$ cat config.mk
export PLATFORM = sky130hd
export DESIGN_NAME = json_pretty_printer_top_flat
export DESIGN_NICKNAME = d
export VERILOG_FILES = /design/src/hw/rtl/jpp_pkg.sv /design/src/hw/rtl/jpp_if.sv /design/src/hw/rtl/json_pretty_printer_top.sv /design/src/hw/rtl/jpp_front.sv /design/src/hw/rtl/jpp_fifo.sv /design/src/hw/rtl/jpp_back.sv /design/src/flat_wrapper.sv
export SDC_FILE = /design/constraint.sdc
export NUM_CORES = 1
export LEC_CHECK = 0
export ABC_AREA = 1
export BUFFER_PORTS_ARGS = -buffer_cell sky130_fd_sc_hd__buf_2
export CAP_MARGIN = 30
export CORE_MARGIN = 1
export CORE_UTILIZATION = 65
export CTS_BUF_LIST = sky130_fd_sc_hd__clkbuf_4 sky130_fd_sc_hd__clkbuf_8
export CTS_CLUSTER_DIAMETER = 60
export DETAILED_ROUTE_END_ITERATION = 8
export GPL_TIMING_DRIVEN = 0
export PLACE_DENSITY = 0.83
export SYNTH_ARGS = -nofsm -noshare
export SYNTH_HDL_FRONTEND = slang
export SYNTH_HIERARCHICAL = 1
export SYNTH_SLANG_ARGS = --single-unit
export TNS_END_PERCENT = 30
$ cat constraint.sdc
create_clock -name clk_i -period 7.33 [get_ports clk_i]
set_clock_uncertainty 0.1 [all_clocks]
set_input_delay 1.0995 -clock clk_i [delete_from_list [all_inputs] [get_ports clk_i]]
set_output_delay 1.0995 -clock clk_i [all_outputs]
set_load 0.01 [all_outputs]
$ cat src/hw/rtl/jpp_pkg.sv
package jpp_pkg;

  localparam int unsigned CharW   = 8;
  localparam int unsigned DepthW  = 6;
  localparam int unsigned IndentW = 6;

  localparam int unsigned CmdQDepth = 4;
  localparam int unsigned CmdQPtrW  = $clog2(CmdQDepth);
  localparam int unsigned CmdQCntW  = $clog2(CmdQDepth + 1);

  localparam logic [CharW-1:0] ChLBrace  = 8'h7B;
  localparam logic [CharW-1:0] ChLBrack  = 8'h5B;
  localparam logic [CharW-1:0] ChRBrace  = 8'h7D;
  localparam logic [CharW-1:0] ChRBrack  = 8'h5D;
  localparam logic [CharW-1:0] ChComma   = 8'h2C;
  localparam logic [CharW-1:0] ChColon   = 8'h3A;
  localparam logic [CharW-1:0] ChQuote   = 8'h22;
  localparam logic [CharW-1:0] ChBslash  = 8'h5C;
  localparam logic [CharW-1:0] ChTab     = 8'h09;
  localparam logic [CharW-1:0] ChNewline = 8'h0A;
  localparam logic [CharW-1:0] ChSpace   = 8'h20;

  // Shape of the output run that one input byte turns into.
  typedef enum logic [2:0] {
    CMD_ONE,
    CMD_OPEN,
    CMD_CLOSE,
    CMD_COMMA,
    CMD_COLON
  } cmd_kind_e;

  typedef enum logic [1:0] {
    PH_HEAD,
    PH_NL,
    PH_IND,
    PH_TAIL
  } phase_e;

  typedef struct packed {
    cmd_kind_e          kind;
    logic [CharW-1:0]   ch;
    logic [IndentW-1:0] indent;
    logic               ovf;
  } cmd_t;

endpackage

$ cat src/hw/rtl/jpp_if.sv
interface jpp_in_if;
  logic                        valid;
  logic                        ready;
  logic [jpp_pkg::CharW-1:0]   in_char;
  logic                        start_of_text;

  modport source (output valid, in_char, start_of_text, input ready);
  modport sink   (input valid, in_char, start_of_text, output ready);
endinterface

interface jpp_out_if;
  logic                        valid;
  logic                        ready;
  logic [jpp_pkg::CharW-1:0]   out_char;
  logic                        last_of_run;
  logic                        depth_overflow;

  modport source (output valid, out_char, last_of_run, depth_overflow, input ready);
  modport sink   (input valid, out_char, last_of_run, depth_overflow, output ready);
endinterface

$ cat src/hw/rtl/json_pretty_printer_top.sv
// Channel   Dir  Payload                                        Beat
// in_if     in   in_char[7:0], start_of_text                    one text byte
// out_if    out  out_char[7:0], last_of_run, depth_overflow     one output byte
//
// Each input byte becomes 0 to 64 output beats, one beat per cycle at most.
// The front takes one byte per cycle while the 4-entry command queue has room.
// The back end sets the rate: a run of up to 2 + 2*depth beats holds it from the next
// command, and its output register lets it run ahead of a stalled sink by one beat.
// Reset clears the string, escape and depth state, the queue and the output valid.
module json_pretty_printer_top #(
  parameter int unsigned MAX_DEPTH = 31
) (
  input  logic      clk_i,
  input  logic      rst_ni,
  jpp_in_if.sink    in_if,
  jpp_out_if.source out_if
);
  import jpp_pkg::*;

  logic cmd_valid, cmd_ready;
  cmd_t cmd;
  logic q_valid, q_ready;
  cmd_t q_cmd;

  jpp_front #(
    .MAX_DEPTH (MAX_DEPTH)
  ) u_front (
    .clk_i           (clk_i),
    .rst_ni          (rst_ni),
    .in_valid_i      (in_if.valid),
    .in_ready_o      (in_if.ready),
    .in_char_i       (in_if.in_char),
    .start_of_text_i (in_if.start_of_text),
    .cmd_valid_o     (cmd_valid),
    .cmd_ready_i     (cmd_ready),
    .cmd_o           (cmd)
  );

  jpp_fifo u_fifo (
    .clk_i        (clk_i),
    .rst_ni       (rst_ni),
    .push_valid_i (cmd_valid),
    .push_ready_o (cmd_ready),
    .push_data_i  (cmd),
    .pop_valid_o  (q_valid),
    .pop_ready_i  (q_ready),
    .pop_data_o   (q_cmd)
  );

  jpp_back u_back (
    .clk_i            (clk_i),
    .rst_ni           (rst_ni),
    .cmd_valid_i      (q_valid),
    .cmd_ready_o      (q_ready),
    .cmd_i            (q_cmd),
    .out_valid_o      (out_if.valid),
    .out_ready_i      (out_if.ready),
    .out_char_o       (out_if.out_char),
    .last_of_run_o    (out_if.last_of_run),
    .depth_overflow_o (out_if.depth_overflow)
  );

endmodule

$ cat src/hw/rtl/jpp_front.sv
module jpp_front #(
  parameter int unsigned MAX_DEPTH = 31
) (
  input  logic                      clk_i,
  input  logic                      rst_ni,
  input  logic                      in_valid_i,
  output logic                      in_ready_o,
  input  logic [jpp_pkg::CharW-1:0] in_char_i,
  input  logic                      start_of_text_i,
  output logic                      cmd_valid_o,
  input  logic                      cmd_ready_i,
  output jpp_pkg::cmd_t             cmd_o
);
  import jpp_pkg::*;

  localparam logic signed [DepthW-1:0] MaxDep = DepthW'(MAX_DEPTH);
  localparam logic signed [DepthW-1:0] MinDep = -MaxDep;

  logic                      str_q, str_d;
  logic                      esc_q, esc_d;
  logic signed [DepthW-1:0]  dep_q, dep_d;

  logic                      str_c, esc_c;
  logic signed [DepthW-1:0]  dep_c;
  logic                      drop;
  logic                      accept;

  assign accept     = in_valid_i && in_ready_o;
  assign in_ready_o = cmd_ready_i;

  always_comb begin
    // A start flag clears the state before this byte is looked at.
    str_c = start_of_text_i ? 1'b0 : str_q;
    esc_c = start_of_text_i ? 1'b0 : esc_q;
    dep_c = start_of_text_i ? '0 : dep_q;

    str_d       = str_c;
    esc_d       = esc_c;
    dep_d       = dep_c;
    drop        = 1'b0;
    cmd_o.kind  = CMD_ONE;
    cmd_o.ch    = in_char_i;
    cmd_o.ovf   = 1'b0;

    priority if (esc_c) begin
      esc_d = 1'b0;
    end else if (in_char_i == ChBslash && str_c) begin
      esc_d = 1'b1;
    end else if (in_char_i == ChQuote) begin
      str_d = ~str_c;
    end else if (str_c) begin
      cmd_o.kind = CMD_ONE;
    end else begin
      unique case (in_char_i)
        ChLBrace, ChLBrack: begin
          cmd_o.kind = CMD_OPEN;
          if (dep_c >= MaxDep) begin
            dep_d     = MaxDep;
            cmd_o.ovf = 1'b1;
          end else begin
            dep_d = dep_c + DepthW'(1);
          end
        end
        ChRBrace, ChRBrack: begin
          cmd_o.kind = CMD_CLOSE;
          if (dep_c <= MinDep) begin
            dep_d     = MinDep;
            cmd_o.ovf = 1'b1;
          end else begin
            dep_d = dep_c - DepthW'(1);
          end
        end
        ChComma:                     cmd_o.kind = CMD_COMMA;
        ChColon:                     cmd_o.kind = CMD_COLON;
        ChSpace, ChTab, ChNewline:   drop = 1'b1;
        default:                     cmd_o.kind = CMD_ONE;
      endcase
    end

    // Two spaces for each positive level of the updated depth.
    cmd_o.indent = (dep_d > 0) ? {dep_d[DepthW-2:0], 1'b0} : '0;
  end

  assign cmd_valid_o = in_valid_i && !drop;

  always_ff @(posedge clk_i or negedge rst_ni) begin
    if (!rst_ni) begin
      str_q <= 1'b0;
      esc_q <= 1'b0;
      dep_q <= '0;
    end else if (accept) begin
      str_q <= str_d;
      esc_q <= esc_d;
      dep_q <= dep_d;
    end
  end

endmodule

$ cat src/hw/rtl/jpp_fifo.sv
module jpp_fifo (
  input  logic          clk_i,
  input  logic          rst_ni,
  input  logic          push_valid_i,
  output logic          push_ready_o,
  input  jpp_pkg::cmd_t push_data_i,
  output logic          pop_valid_o,
  input  logic          pop_ready_i,
  output jpp_pkg::cmd_t pop_data_o
);
  import jpp_pkg::*;

  cmd_t                mem_q [CmdQDepth];
  logic [CmdQPtrW-1:0] wr_ptr_q, rd_ptr_q;
  logic [CmdQCntW-1:0] cnt_q;
  logic                push, pop;

  assign push_ready_o = (cnt_q != CmdQCntW'(CmdQDepth));
  assign pop_valid_o  = (cnt_q != '0);
  assign pop_data_o   = mem_q[rd_ptr_q];
  assign push         = push_valid_i && push_ready_o;
  assign pop          = pop_valid_o && pop_ready_i;

  always_ff @(posedge clk_i) begin
    if (push) begin
      mem_q[wr_ptr_q] <= push_data_i;
    end
  end

  always_ff @(posedge clk_i or negedge rst_ni) begin
    if (!rst_ni) begin
      wr_ptr_q <= '0;
      rd_ptr_q <= '0;
      cnt_q    <= '0;
    end else begin
      if (push) begin
        wr_ptr_q <= wr_ptr_q + CmdQPtrW'(1);
      end
      if (pop) begin
        rd_ptr_q <= rd_ptr_q + CmdQPtrW'(1);
      end
      if (push && !pop) begin
        cnt_q <= cnt_q + CmdQCntW'(1);
      end else if (pop && !push) begin
        cnt_q <= cnt_q - CmdQCntW'(1);
      end
    end
  end

endmodule

$ cat src/hw/rtl/jpp_back.sv
module jpp_back (
  input  logic                      clk_i,
  input  logic                      rst_ni,
  input  logic                      cmd_valid_i,
  output logic                      cmd_ready_o,
  input  jpp_pkg::cmd_t             cmd_i,
  output logic                      out_valid_o,
  input  logic                      out_ready_i,
  output logic [jpp_pkg::CharW-1:0] out_char_o,
  output logic                      last_of_run_o,
  output logic                      depth_overflow_o
);
  import jpp_pkg::*;

  logic                busy_q, busy_d;
  cmd_t                cmd_q, cmd_d;
  phase_e              ph_q, ph_d;
  logic [IndentW-1:0]  cnt_q, cnt_d;

  logic                out_valid_q, out_valid_d;
  logic [CharW-1:0]    out_char_q;
  logic                last_q, ovf_q;

  logic                produce;
  logic                done;
  logic [CharW-1:0]    byte_c;
  phase_e              ph_nx;
  logic [IndentW-1:0]  cnt_nx;
  logic                load;

  assign produce = busy_q && (!out_valid_q || out_ready_i);

  // Byte for the current phase and where the run goes next.
  always_comb begin
    byte_c = cmd_q.ch;
    ph_nx  = ph_q;
    cnt_nx = cnt_q;
    done   = 1'b0;
    unique case (ph_q)
      PH_HEAD: begin
        byte_c = cmd_q.ch;
        unique case (cmd_q.kind)
          CMD_OPEN, CMD_COMMA: ph_nx = PH_NL;
          CMD_COLON:           ph_nx = PH_TAIL;
          default:             done  = 1'b1;
        endcase
      end
      PH_NL: begin
        byte_c = ChNewline;
        if (cnt_q != '0) begin
          ph_nx = PH_IND;
        end else if (cmd_q.kind == CMD_CLOSE) begin
          ph_nx = PH_TAIL;
        end else begin
          done = 1'b1;
        end
      end
      PH_IND: begin
        byte_c = ChSpace;
        cnt_nx = cnt_q - IndentW'(1);
        if (cnt_q == IndentW'(1)) begin
          if (cmd_q.kind == CMD_CLOSE) begin
            ph_nx = PH_TAIL;
          end else begin
            done = 1'b1;
          end
        end
      end
      PH_TAIL: begin
        byte_c = (cmd_q.kind == CMD_CLOSE) ? cmd_q.ch : ChSpace;
        done   = 1'b1;
      end
      default: begin
        done = 1'b1;
      end
    endcase
  end

  // A new command is taken when idle or in the cycle the current run ends.
  assign load        = cmd_valid_i && (!busy_q || (produce && done));
  assign cmd_ready_o = !busy_q || (produce && done);

  always_comb begin
    busy_d = busy_q;
    cmd_d  = cmd_q;
    ph_d   = ph_q;
    cnt_d  = cnt_q;
    if (load) begin
      busy_d = 1'b1;
      cmd_d  = cmd_i;
      ph_d   = (cmd_i.kind == CMD_CLOSE) ? PH_NL : PH_HEAD;
      cnt_d  = cmd_i.indent;
    end else if (produce) begin
      busy_d = !done;
      ph_d   = ph_nx;
      cnt_d  = cnt_nx;
    end

    if (produce) begin
      out_valid_d = 1'b1;
    end else if (out_ready_i) begin
      out_valid_d = 1'b0;
    end else begin
      out_valid_d = out_valid_q;
    end
  end

  always_ff @(posedge clk_i or negedge rst_ni) begin
    if (!rst_ni) begin
      busy_q      <= 1'b0;
      ph_q        <= PH_HEAD;
      out_valid_q <= 1'b0;
    end else begin
      busy_q      <= busy_d;
      ph_q        <= ph_d;
      out_valid_q <= out_valid_d;
    end
  end

  always_ff @(posedge clk_i) begin
    cmd_q <= cmd_d;
    cnt_q <= cnt_d;
    if (produce) begin
      out_char_q <= byte_c;
      last_q     <= done;
      ovf_q      <= cmd_q.ovf;
    end
  end

  assign out_valid_o      = out_valid_q;
  assign out_char_o       = out_char_q;
  assign last_of_run_o    = last_q;
  assign depth_overflow_o = ovf_q;

endmodule

$ cat src/flat_wrapper.sv
// flat-port wrapper written by rule: the top's interface ports become plain ports
module json_pretty_printer_top_flat import jpp_pkg::*;
#(
  parameter int unsigned MAX_DEPTH = 31
)
  (clk_i, rst_ni, in_if_valid, in_if_in_char, in_if_start_of_text, in_if_ready, out_if_valid, out_if_out_char, out_if_last_of_run, out_if_depth_overflow, out_if_ready);
  jpp_in_if in_if_i ();
  jpp_out_if out_if_i ();
  input  logic clk_i;
  input  logic rst_ni;
  input wire logic [$bits(in_if_i.valid)-1:0] in_if_valid;
  input wire logic [$bits(in_if_i.in_char)-1:0] in_if_in_char;
  input wire logic [$bits(in_if_i.start_of_text)-1:0] in_if_start_of_text;
  output wire logic [$bits(in_if_i.ready)-1:0] in_if_ready;
  output wire logic [$bits(out_if_i.valid)-1:0] out_if_valid;
  output wire logic [$bits(out_if_i.out_char)-1:0] out_if_out_char;
  output wire logic [$bits(out_if_i.last_of_run)-1:0] out_if_last_of_run;
  output wire logic [$bits(out_if_i.depth_overflow)-1:0] out_if_depth_overflow;
  input wire logic [$bits(out_if_i.ready)-1:0] out_if_ready;
  assign in_if_i.valid = in_if_valid;
  assign in_if_i.in_char = in_if_in_char;
  assign in_if_i.start_of_text = in_if_start_of_text;
  assign in_if_ready = in_if_i.ready;
  assign out_if_valid = out_if_i.valid;
  assign out_if_out_char = out_if_i.out_char;
  assign out_if_last_of_run = out_if_i.last_of_run;
  assign out_if_depth_overflow = out_if_i.depth_overflow;
  assign out_if_i.ready = out_if_ready;
  json_pretty_printer_top #(.MAX_DEPTH(MAX_DEPTH)) u_core (.clk_i(clk_i), .rst_ni(rst_ni), .in_if(in_if_i), .out_if(out_if_i));
endmodule
## Word-level counts from Yosys, hierarchy flattened

Memories as Yosys holds them, arrays and structs flattened.
Index checks and enable logic that the tools add are counted.
Widths: inputs -> output; s select.

- Bits of input ports: 13
- Output and inout bits: 12
- Flip-flop bits (word level): 47
- Memories: 1
- Bits in writable memories: 72

Memory list:

| memory | words | bits a word | rd ports | clocked after Yosys merged registers in | wr ports | RTL line | RTL |
|---|---|---|---|---|---|---|---|
| u_core.u_fifo.mem_q | 4 | 18 | 1 | 0 | 1 | jpp_fifo.sv:13 | `cmd_t mem_q [CmdQDepth];` |

- Add/sub/neg operators: 7
- Bitwise operators: 1
- Reduce and logical (&&, ||, !) cells: 32
- Equal/unequal tests: 23
- Muxes and demuxes: 59
- $lt $le $gt $ge: 3

Operators by type and width:

| cell | number |
|---|---|
| $mux 6 | 11 |
| $eq 8x7->1 const B | 5 |
| $eq 8x6->1 const B | 4 |
| $pmux 8 s4 | 1 |
| $mux 1 | 29 |
| $mux 3 | 6 |
| $eq 8x4->1 const B | 2 |
| $pmux 3 s4 | 1 |
| $pmux 6 s2 | 1 |
| $mux 2 | 5 |
| $eq 3x2->1 const B | 3 |
| $logic_and 1x1->1 | 9 |
| $mux 8 | 1 |
| $reduce_bool 2->1 | 4 |
| $add 6x2->6 const B | 1 |
| $eq 6x1->1 const B | 1 |
| $ge 6x6->1 const B | 1 |
| $gt 6x1->1 const B | 1 |
| $le 6x6->1 const B | 1 |
| $logic_not 1->1 | 6 |
| $pmux 2 s3 | 1 |
| $reduce_bool 6->1 | 1 |
| $reduce_or 2->1 | 3 |
| $reduce_or 3->1 | 2 |
| other kinds (22) | 25 |

## Depth between registers and ports, before layout

- Depth after elaboration: 14
- Gate-level depth with buffers: 19
- Mapped depth without buffers: 19

## Hierarchy

Netlist, hierarchy kept.

Modules (own cells, without submodules):

| module | sequential area each (sq um) | area each (sq um) | instances | cells an instance |
|---|---|---|---|---|
| jpp_fifo | 2337.2 | 3330.7 | 1 | 268 |
| jpp_back | 940.9 | 1587.8 | 1 | 148 |
| jpp_front | 200.2 | 1118.6 | 1 | 202 |

## Worst setup path before layout

No wires, ideal clock.

- Path type: input to register
- Start: input port in_if_in_char[7]
- End: memory u_core/u_fifo/mem_q[0][0] (netlist name), enable pin
- Stages: 9
- Slack: 3916 ps
- Buffers on the path: 0
- Arrival: 2922 ps
- Path through: nor2_1 nand2_1 nor2_1 nand2_1 nor2_1 nor3_1 a21boi_0 nand2_1 nor2_1

- Word-level cells in the longest chain between the ends: 12
- Elaborated cells between the ends (all ways): 17
- Those cells by class: eq/ne: 5; mux: 7; reduce/logical: 5

Ends and longest elaborated chain:

| element | RTL line | RTL |
|---|---|---|
| start, declared | flat_wrapper.sv:12 | `input wire logic [$bits(in_if_i.in_char)-1:0] in_if_in_char;` |
| $eq 8x6->1 / $eq 8x4->1 (equally long branches) | jpp_front.sv:54 | `unique case (in_char_i)` |
| $reduce_or 3->1 | jpp_front.sv:54 |  |
| $mux 1 | jpp_front.sv:54 |  |
| $mux 1 | jpp_front.sv:51 | `end else if (str_c) begin` |
| $mux 1 | jpp_front.sv:49 | `end else if (in_char_i == ChQuote) begin` |
| $mux 1 * | jpp_front.sv:47 | `end else if (in_char_i == ChBslash && str_c) begin` |
| $mux 1 * | jpp_front.sv:45 | `priority if (esc_c) begin` |
| $logic_not 1->1 * | jpp_front.sv:84 | `assign cmd_valid_o = in_valid_i && !drop;` |
| $logic_and 1x1->1 * | jpp_front.sv:84 |  |
| net u_core.cmd_valid | json_pretty_printer_top.sv:20 | `logic cmd_valid, cmd_ready;` |
| $logic_and 1x1->1 * | jpp_fifo.sv:21 | `assign push = push_valid_i && push_ready_o;` |
| $mux 1 * | jpp_fifo.sv:25 | `if (push) begin` |
| $mux 1 (not written as such) * | jpp_fifo.sv:26 | `mem_q[wr_ptr_q] <= push_data_i;` |
| end, declared | jpp_fifo.sv:13 |  |

The timed path passes the listed nets; every way through them passes the cells marked *.

## Final worst setup path

- Start: input port in_if_in_char[7]
- End: register u_core.u_fifo.cnt_q[2]

- Word-level cells in the longest chain between the ends: 13
- Elaborated cells between the ends (all ways): 20
- Those cells by class: eq/ne: 5; mux: 6; reduce/logical: 9

Ends and longest elaborated chain:

| element | RTL line | RTL |
|---|---|---|
| $eq 8x6->1 / $eq 8x4->1 (equally long branches) | jpp_front.sv:54 |  |
| $reduce_or 3->1 | jpp_front.sv:54 |  |
| $mux 1 | jpp_front.sv:54 |  |
| $mux 1 | jpp_front.sv:51 |  |
| $mux 1 | jpp_front.sv:49 |  |
| $mux 1 * | jpp_front.sv:47 |  |
| $mux 1 * | jpp_front.sv:45 |  |
| $logic_not 1->1 * | jpp_front.sv:84 |  |
| $logic_and 1x1->1 * | jpp_front.sv:84 |  |
| net u_core.cmd_valid | json_pretty_printer_top.sv:20 |  |
| $logic_and 1x1->1 * | jpp_fifo.sv:21 |  |
| net u_core.u_fifo.push | jpp_fifo.sv:16 | `logic push, pop;` |
| $logic_not 1->1 | jpp_fifo.sv:44 | `end else if (pop && !push) begin` |
| $logic_and 1x1->1 | jpp_fifo.sv:44 |  |
| $reduce_bool 2->1 (no source line) | - |  |
| end signal, assigned | jpp_fifo.sv:43 | `cnt_q <= cnt_q + CmdQCntW'(1);` |
| end signal, assigned | jpp_fifo.sv:45 | `cnt_q <= cnt_q - CmdQCntW'(1);` |
| end, declared | jpp_fifo.sv:15 | `logic [CmdQCntW-1:0] cnt_q;` |

Marks and branches as above.
A chain may end at the register's enable or synchronous reset.

==> results by group <==
Power and ir drop
  – P_leak: about 3 nW
  – Power Dens Cells: 395 nW/um^2
  – Max rail drop VDD: around 0.20 mV

Detailed routing
  – DR WL/cell: roughly 16 um
  – First drt pass iteration count: 7
  – Final ANT Viol Nets: 0
  – DR iter-0 viols: 216
  – Post-route DRC: 0
  – Vias after detailed routing: 4343
  – DRT Wirelength: approximately 12 mm
  – Vias/cell: 5.53

Final layout
  – Final nets: about 700
  – Most common cell after layout, fill and taps aside: nand2_1
  – Fin cells: 786
  – Most frequent cells in the layout: nand2_1, edfxtp_1, inv_1
  – Antenna diode count: 0
  – Area of the multi-input gates: around 2000 um^2
  – Layout cells sized above 1: 0.165
  – Register area: between 3000 and 4000 um^2
  – # fillers: 581
  – Area growth syn-to-layout: 11.8%
  – Fin area: roughly 6700 um^2

STA
  – Final hold violation count: 0
  – Period Utilization, post-route: 0.516
  – Slew headroom: 0.463
  – Final worst slack: roughly 3.5 ns
  – Fmax: 0.264 GHz
  – Finish-stage setup viols: 0
  – RSZ-0062 raised after global routing: no
  – Min cycle time layout: 3.78 ns
  – Least-Margin Pin Slew: 0.799 ns
  – TNS Setup: 0 ns
  – Max Slew Vio Count: 0

Global routing
  – Gr usage total: 0.277
  – Largest net degree at the start of global routing: 20
  – Total gr overflow: 0
  – First-pass GRT wire length: 20.1 mm
  – Initial antenna violation count: 0
  – Vias in the first global route: 4237

Yosys
  – Synth async-reset ratio: 0.160
  – Avg Cell Area, Syn: about 9.8 um^2
  – Post-synth EDFFs: 100
  – Top_reg_cell synth: edfxtp_1
  – Syn_nets: 648
  – Synthesis-stage register bit count: 119
  – Syn Inst Count: 618
  – Ys Warns: 6
  – Synth unique cells: 37
  – Register area share after synthesis: 0.576
  – Synth Cell Area: between 6000 and 7000 um^2

Worst setup path
  – Type of the worst setup path: input port to flop
  – CP Data Arrival Time: about 4 ns
  – Flop2flop setup slack: 4.17 ns
  – Required time worst endpoint: between 7 and 8 ns
  – CP max stage delay: 0.53 ns
  – Worst Reg2Reg Path Length in Cells: 11
  – Worst r2r dst: u_core/u_fifo/cnt_q[1]$_DFFE_PN0P_
  – Slowest cell on crit path: a21boi_0
  – Worst setup path startpoint: in_if_in_char[7]
  – CP cell instances: buf_2, nor2_1, nand2_1, nor2_1, nand2_1, nor2_1, nor3_1, a21boi_0, nand2_1, inv_1, ha_1, inv_1, fa_1, nand2_1, nand3_1, nand2_1, nand2_1
  – Critical Path Sink: u_core/u_fifo/cnt_q[2]$_DFFE_PN0P_
  – Most used cell, CP: nand2_1
  – Worst Setup End Kind: flop
  – Crit Path Max Fanout: 7
  – Startpoint type of the worst setup path: input port
  – Worst flop-to-flop path startpoint: u_core/u_front/esc_q$_DFFE_PN0P_

Clocking
  – Clk slew on worst S/H paths: 0.08 ns
  – CTS root buffer: clkbuf_8
  – Clock tree sinks: 119
  – Clock buffer depth: 2
  – CTS Buf Count: 17
  – Setup bufs post-CTS: 0
  – CTS HTree Levels: 4
  – Hold-fix buffers, CTS: 0
  – Resized Gates After CTS: 0
  – CTS tree: done
  – Skew-Pair Late Insertion Delay: 0.41 ns

Die
  – Core area: 8850 um^2
  – Die height: 98.4 um
  – Full die area: 9680 um^2
  – IO Pins: 25
  – Std-Cell Rows: 34
  – Chip Width: 98.4 um
  – Effective utilization at floorplan: 0.682

Placed design
  – # port buffers: 24
  – Placer congestion estimate: 0.890
  – Pre-CTS WS: 3.30 ns
  – Placed cells: 754
  – Post-DP HPWL: 8.75 mm
  – DP Area: 6360 um^2

Worst hold path
  – Worst hold path type: flop to flop

Status
  – Status: finished clean

Flow run
  – Max capacitance violation total: 0
-- cell type report --
| cell class | count | share of cell area |
|---|---|---|
| Inverter | 105 | 0.0584 |
| Tap cell | 108 | 0.0200 |
| Clock inverter | 14 | 0.0211 |
| Multi-Input combinational cell | 373 | 0.296 |
| Clock buffer | 18 | 0.0358 |
| Timing Repair Buffer | 28 | 0.0267 |
| Sequential cell | 119 | 0.516 |
| Buffer | 21 | 0.0265 |
-- power by group --
group | internal [mW] | switching [mW]
Combinational | 0.350 | 0.668
Clock | 0.282 | 0.276
Sequential | 0.996 | 0.0903
Total | 1.63 | 1.03
-- critical path, delay by kind of cell --
kind	cells	cell delay (ns)
AOI/OAI and AO/OA	1	0.53
adders and majority gates	2	0.56
and+or+nand+nor	11	1.44
buffers and inverters	3	0.35
-- registers in the layout (all words and copies together) (netlist names), 3 cells and up --
signal	flops
u_core/u_back/cnt_q	6
u_core/u_back/out_char_o	8
u_core/u_front/dep_q	6
u_core/u_fifo/mem_q	72
u_core/u_fifo/cnt_q	3
u_core/u_back/cmd_q	12
-- metrics by stage --
stage                     utilization  hold WS, ns  power [mW]
after CTS                       0.762        0.354        2.66
after detailed placement        0.719        0.334        2.10
after floorplan                     -        0.300        1.81
after global routing            0.762        0.356        2.84
final                           0.762        0.352        2.66
after global placement          0.711        0.314        2.03
-- worst min path at each step --
stage	start	endpoint	slack, ns	cells after the start
floorplan	u_core/u_back/cmd_q[0]$_DFFE_PP_	u_core/u_back/depth_overflow_o$_DFFE_PP_	0.30	0
global placement	u_core/u_back/cmd_q[0]$_DFFE_PP_	u_core/u_back/depth_overflow_o$_DFFE_PP_	0.31	0
detailed placement	u_core/u_back/cmd_q[0]$_DFFE_PP_	u_core/u_back/depth_overflow_o$_DFFE_PP_	0.33	0
CTS	u_core/u_back/cmd_q[0]$_DFFE_PP_	u_core/u_back/depth_overflow_o$_DFFE_PP_	0.35	0
global route	u_core/u_back/cmd_q[0]$_DFFE_PP_	u_core/u_back/depth_overflow_o$_DFFE_PP_	0.36	0
finish	u_core/u_back/cmd_q[0]$_DFFE_PP_	u_core/u_back/depth_overflow_o$_DFFE_PP_	0.35	0
-- cell usage after synthesis (all sizes together) (3+ instances only) --
cell type	instances	area, um^2
a21oi	9	45.0
buf	21	179
dfrtp	19	475
edfxtp	100	3000
ha	16	200
inv	105	394
nand2	170	692
nand3	32	160
nand3b	4	42.5
nand4	5	31.3
nor2	55	226
nor3	3	15.0
o211ai	37	293
o21ai	20	100
o22ai	3	18.8
xnor2	3	26.3
xor2	5	43.8
-- kinds of logic after synthesis --
| kind of cell | share of synthesized area |
|---|---|
| AND/OR/NAND/NOR | 0.199 |
| buffers and inverters | 0.0949 |
| flip-flops | 0.576 |
| AO/OA/AOI/OAI | 0.0815 |
| adder cells (fa/ha/maj) | 0.0365 |
| XOR/XNOR | 0.0116 |
| other | 0.000621 |
-- routing by layer --
metal | vias to the layer above | part of all wire | global-route usage
met2 | 150 | 0.51 | 0.483
met3 | 22 | 0.043 | 0.0644
met5 | - | 0 | 0
met4 | 0 | 0.021 | 0.119
li1 | 2121 | - | -
met1 | 2050 | 0.43 | 0.331
Note: power is estimated with default switching activity, not from simulation.
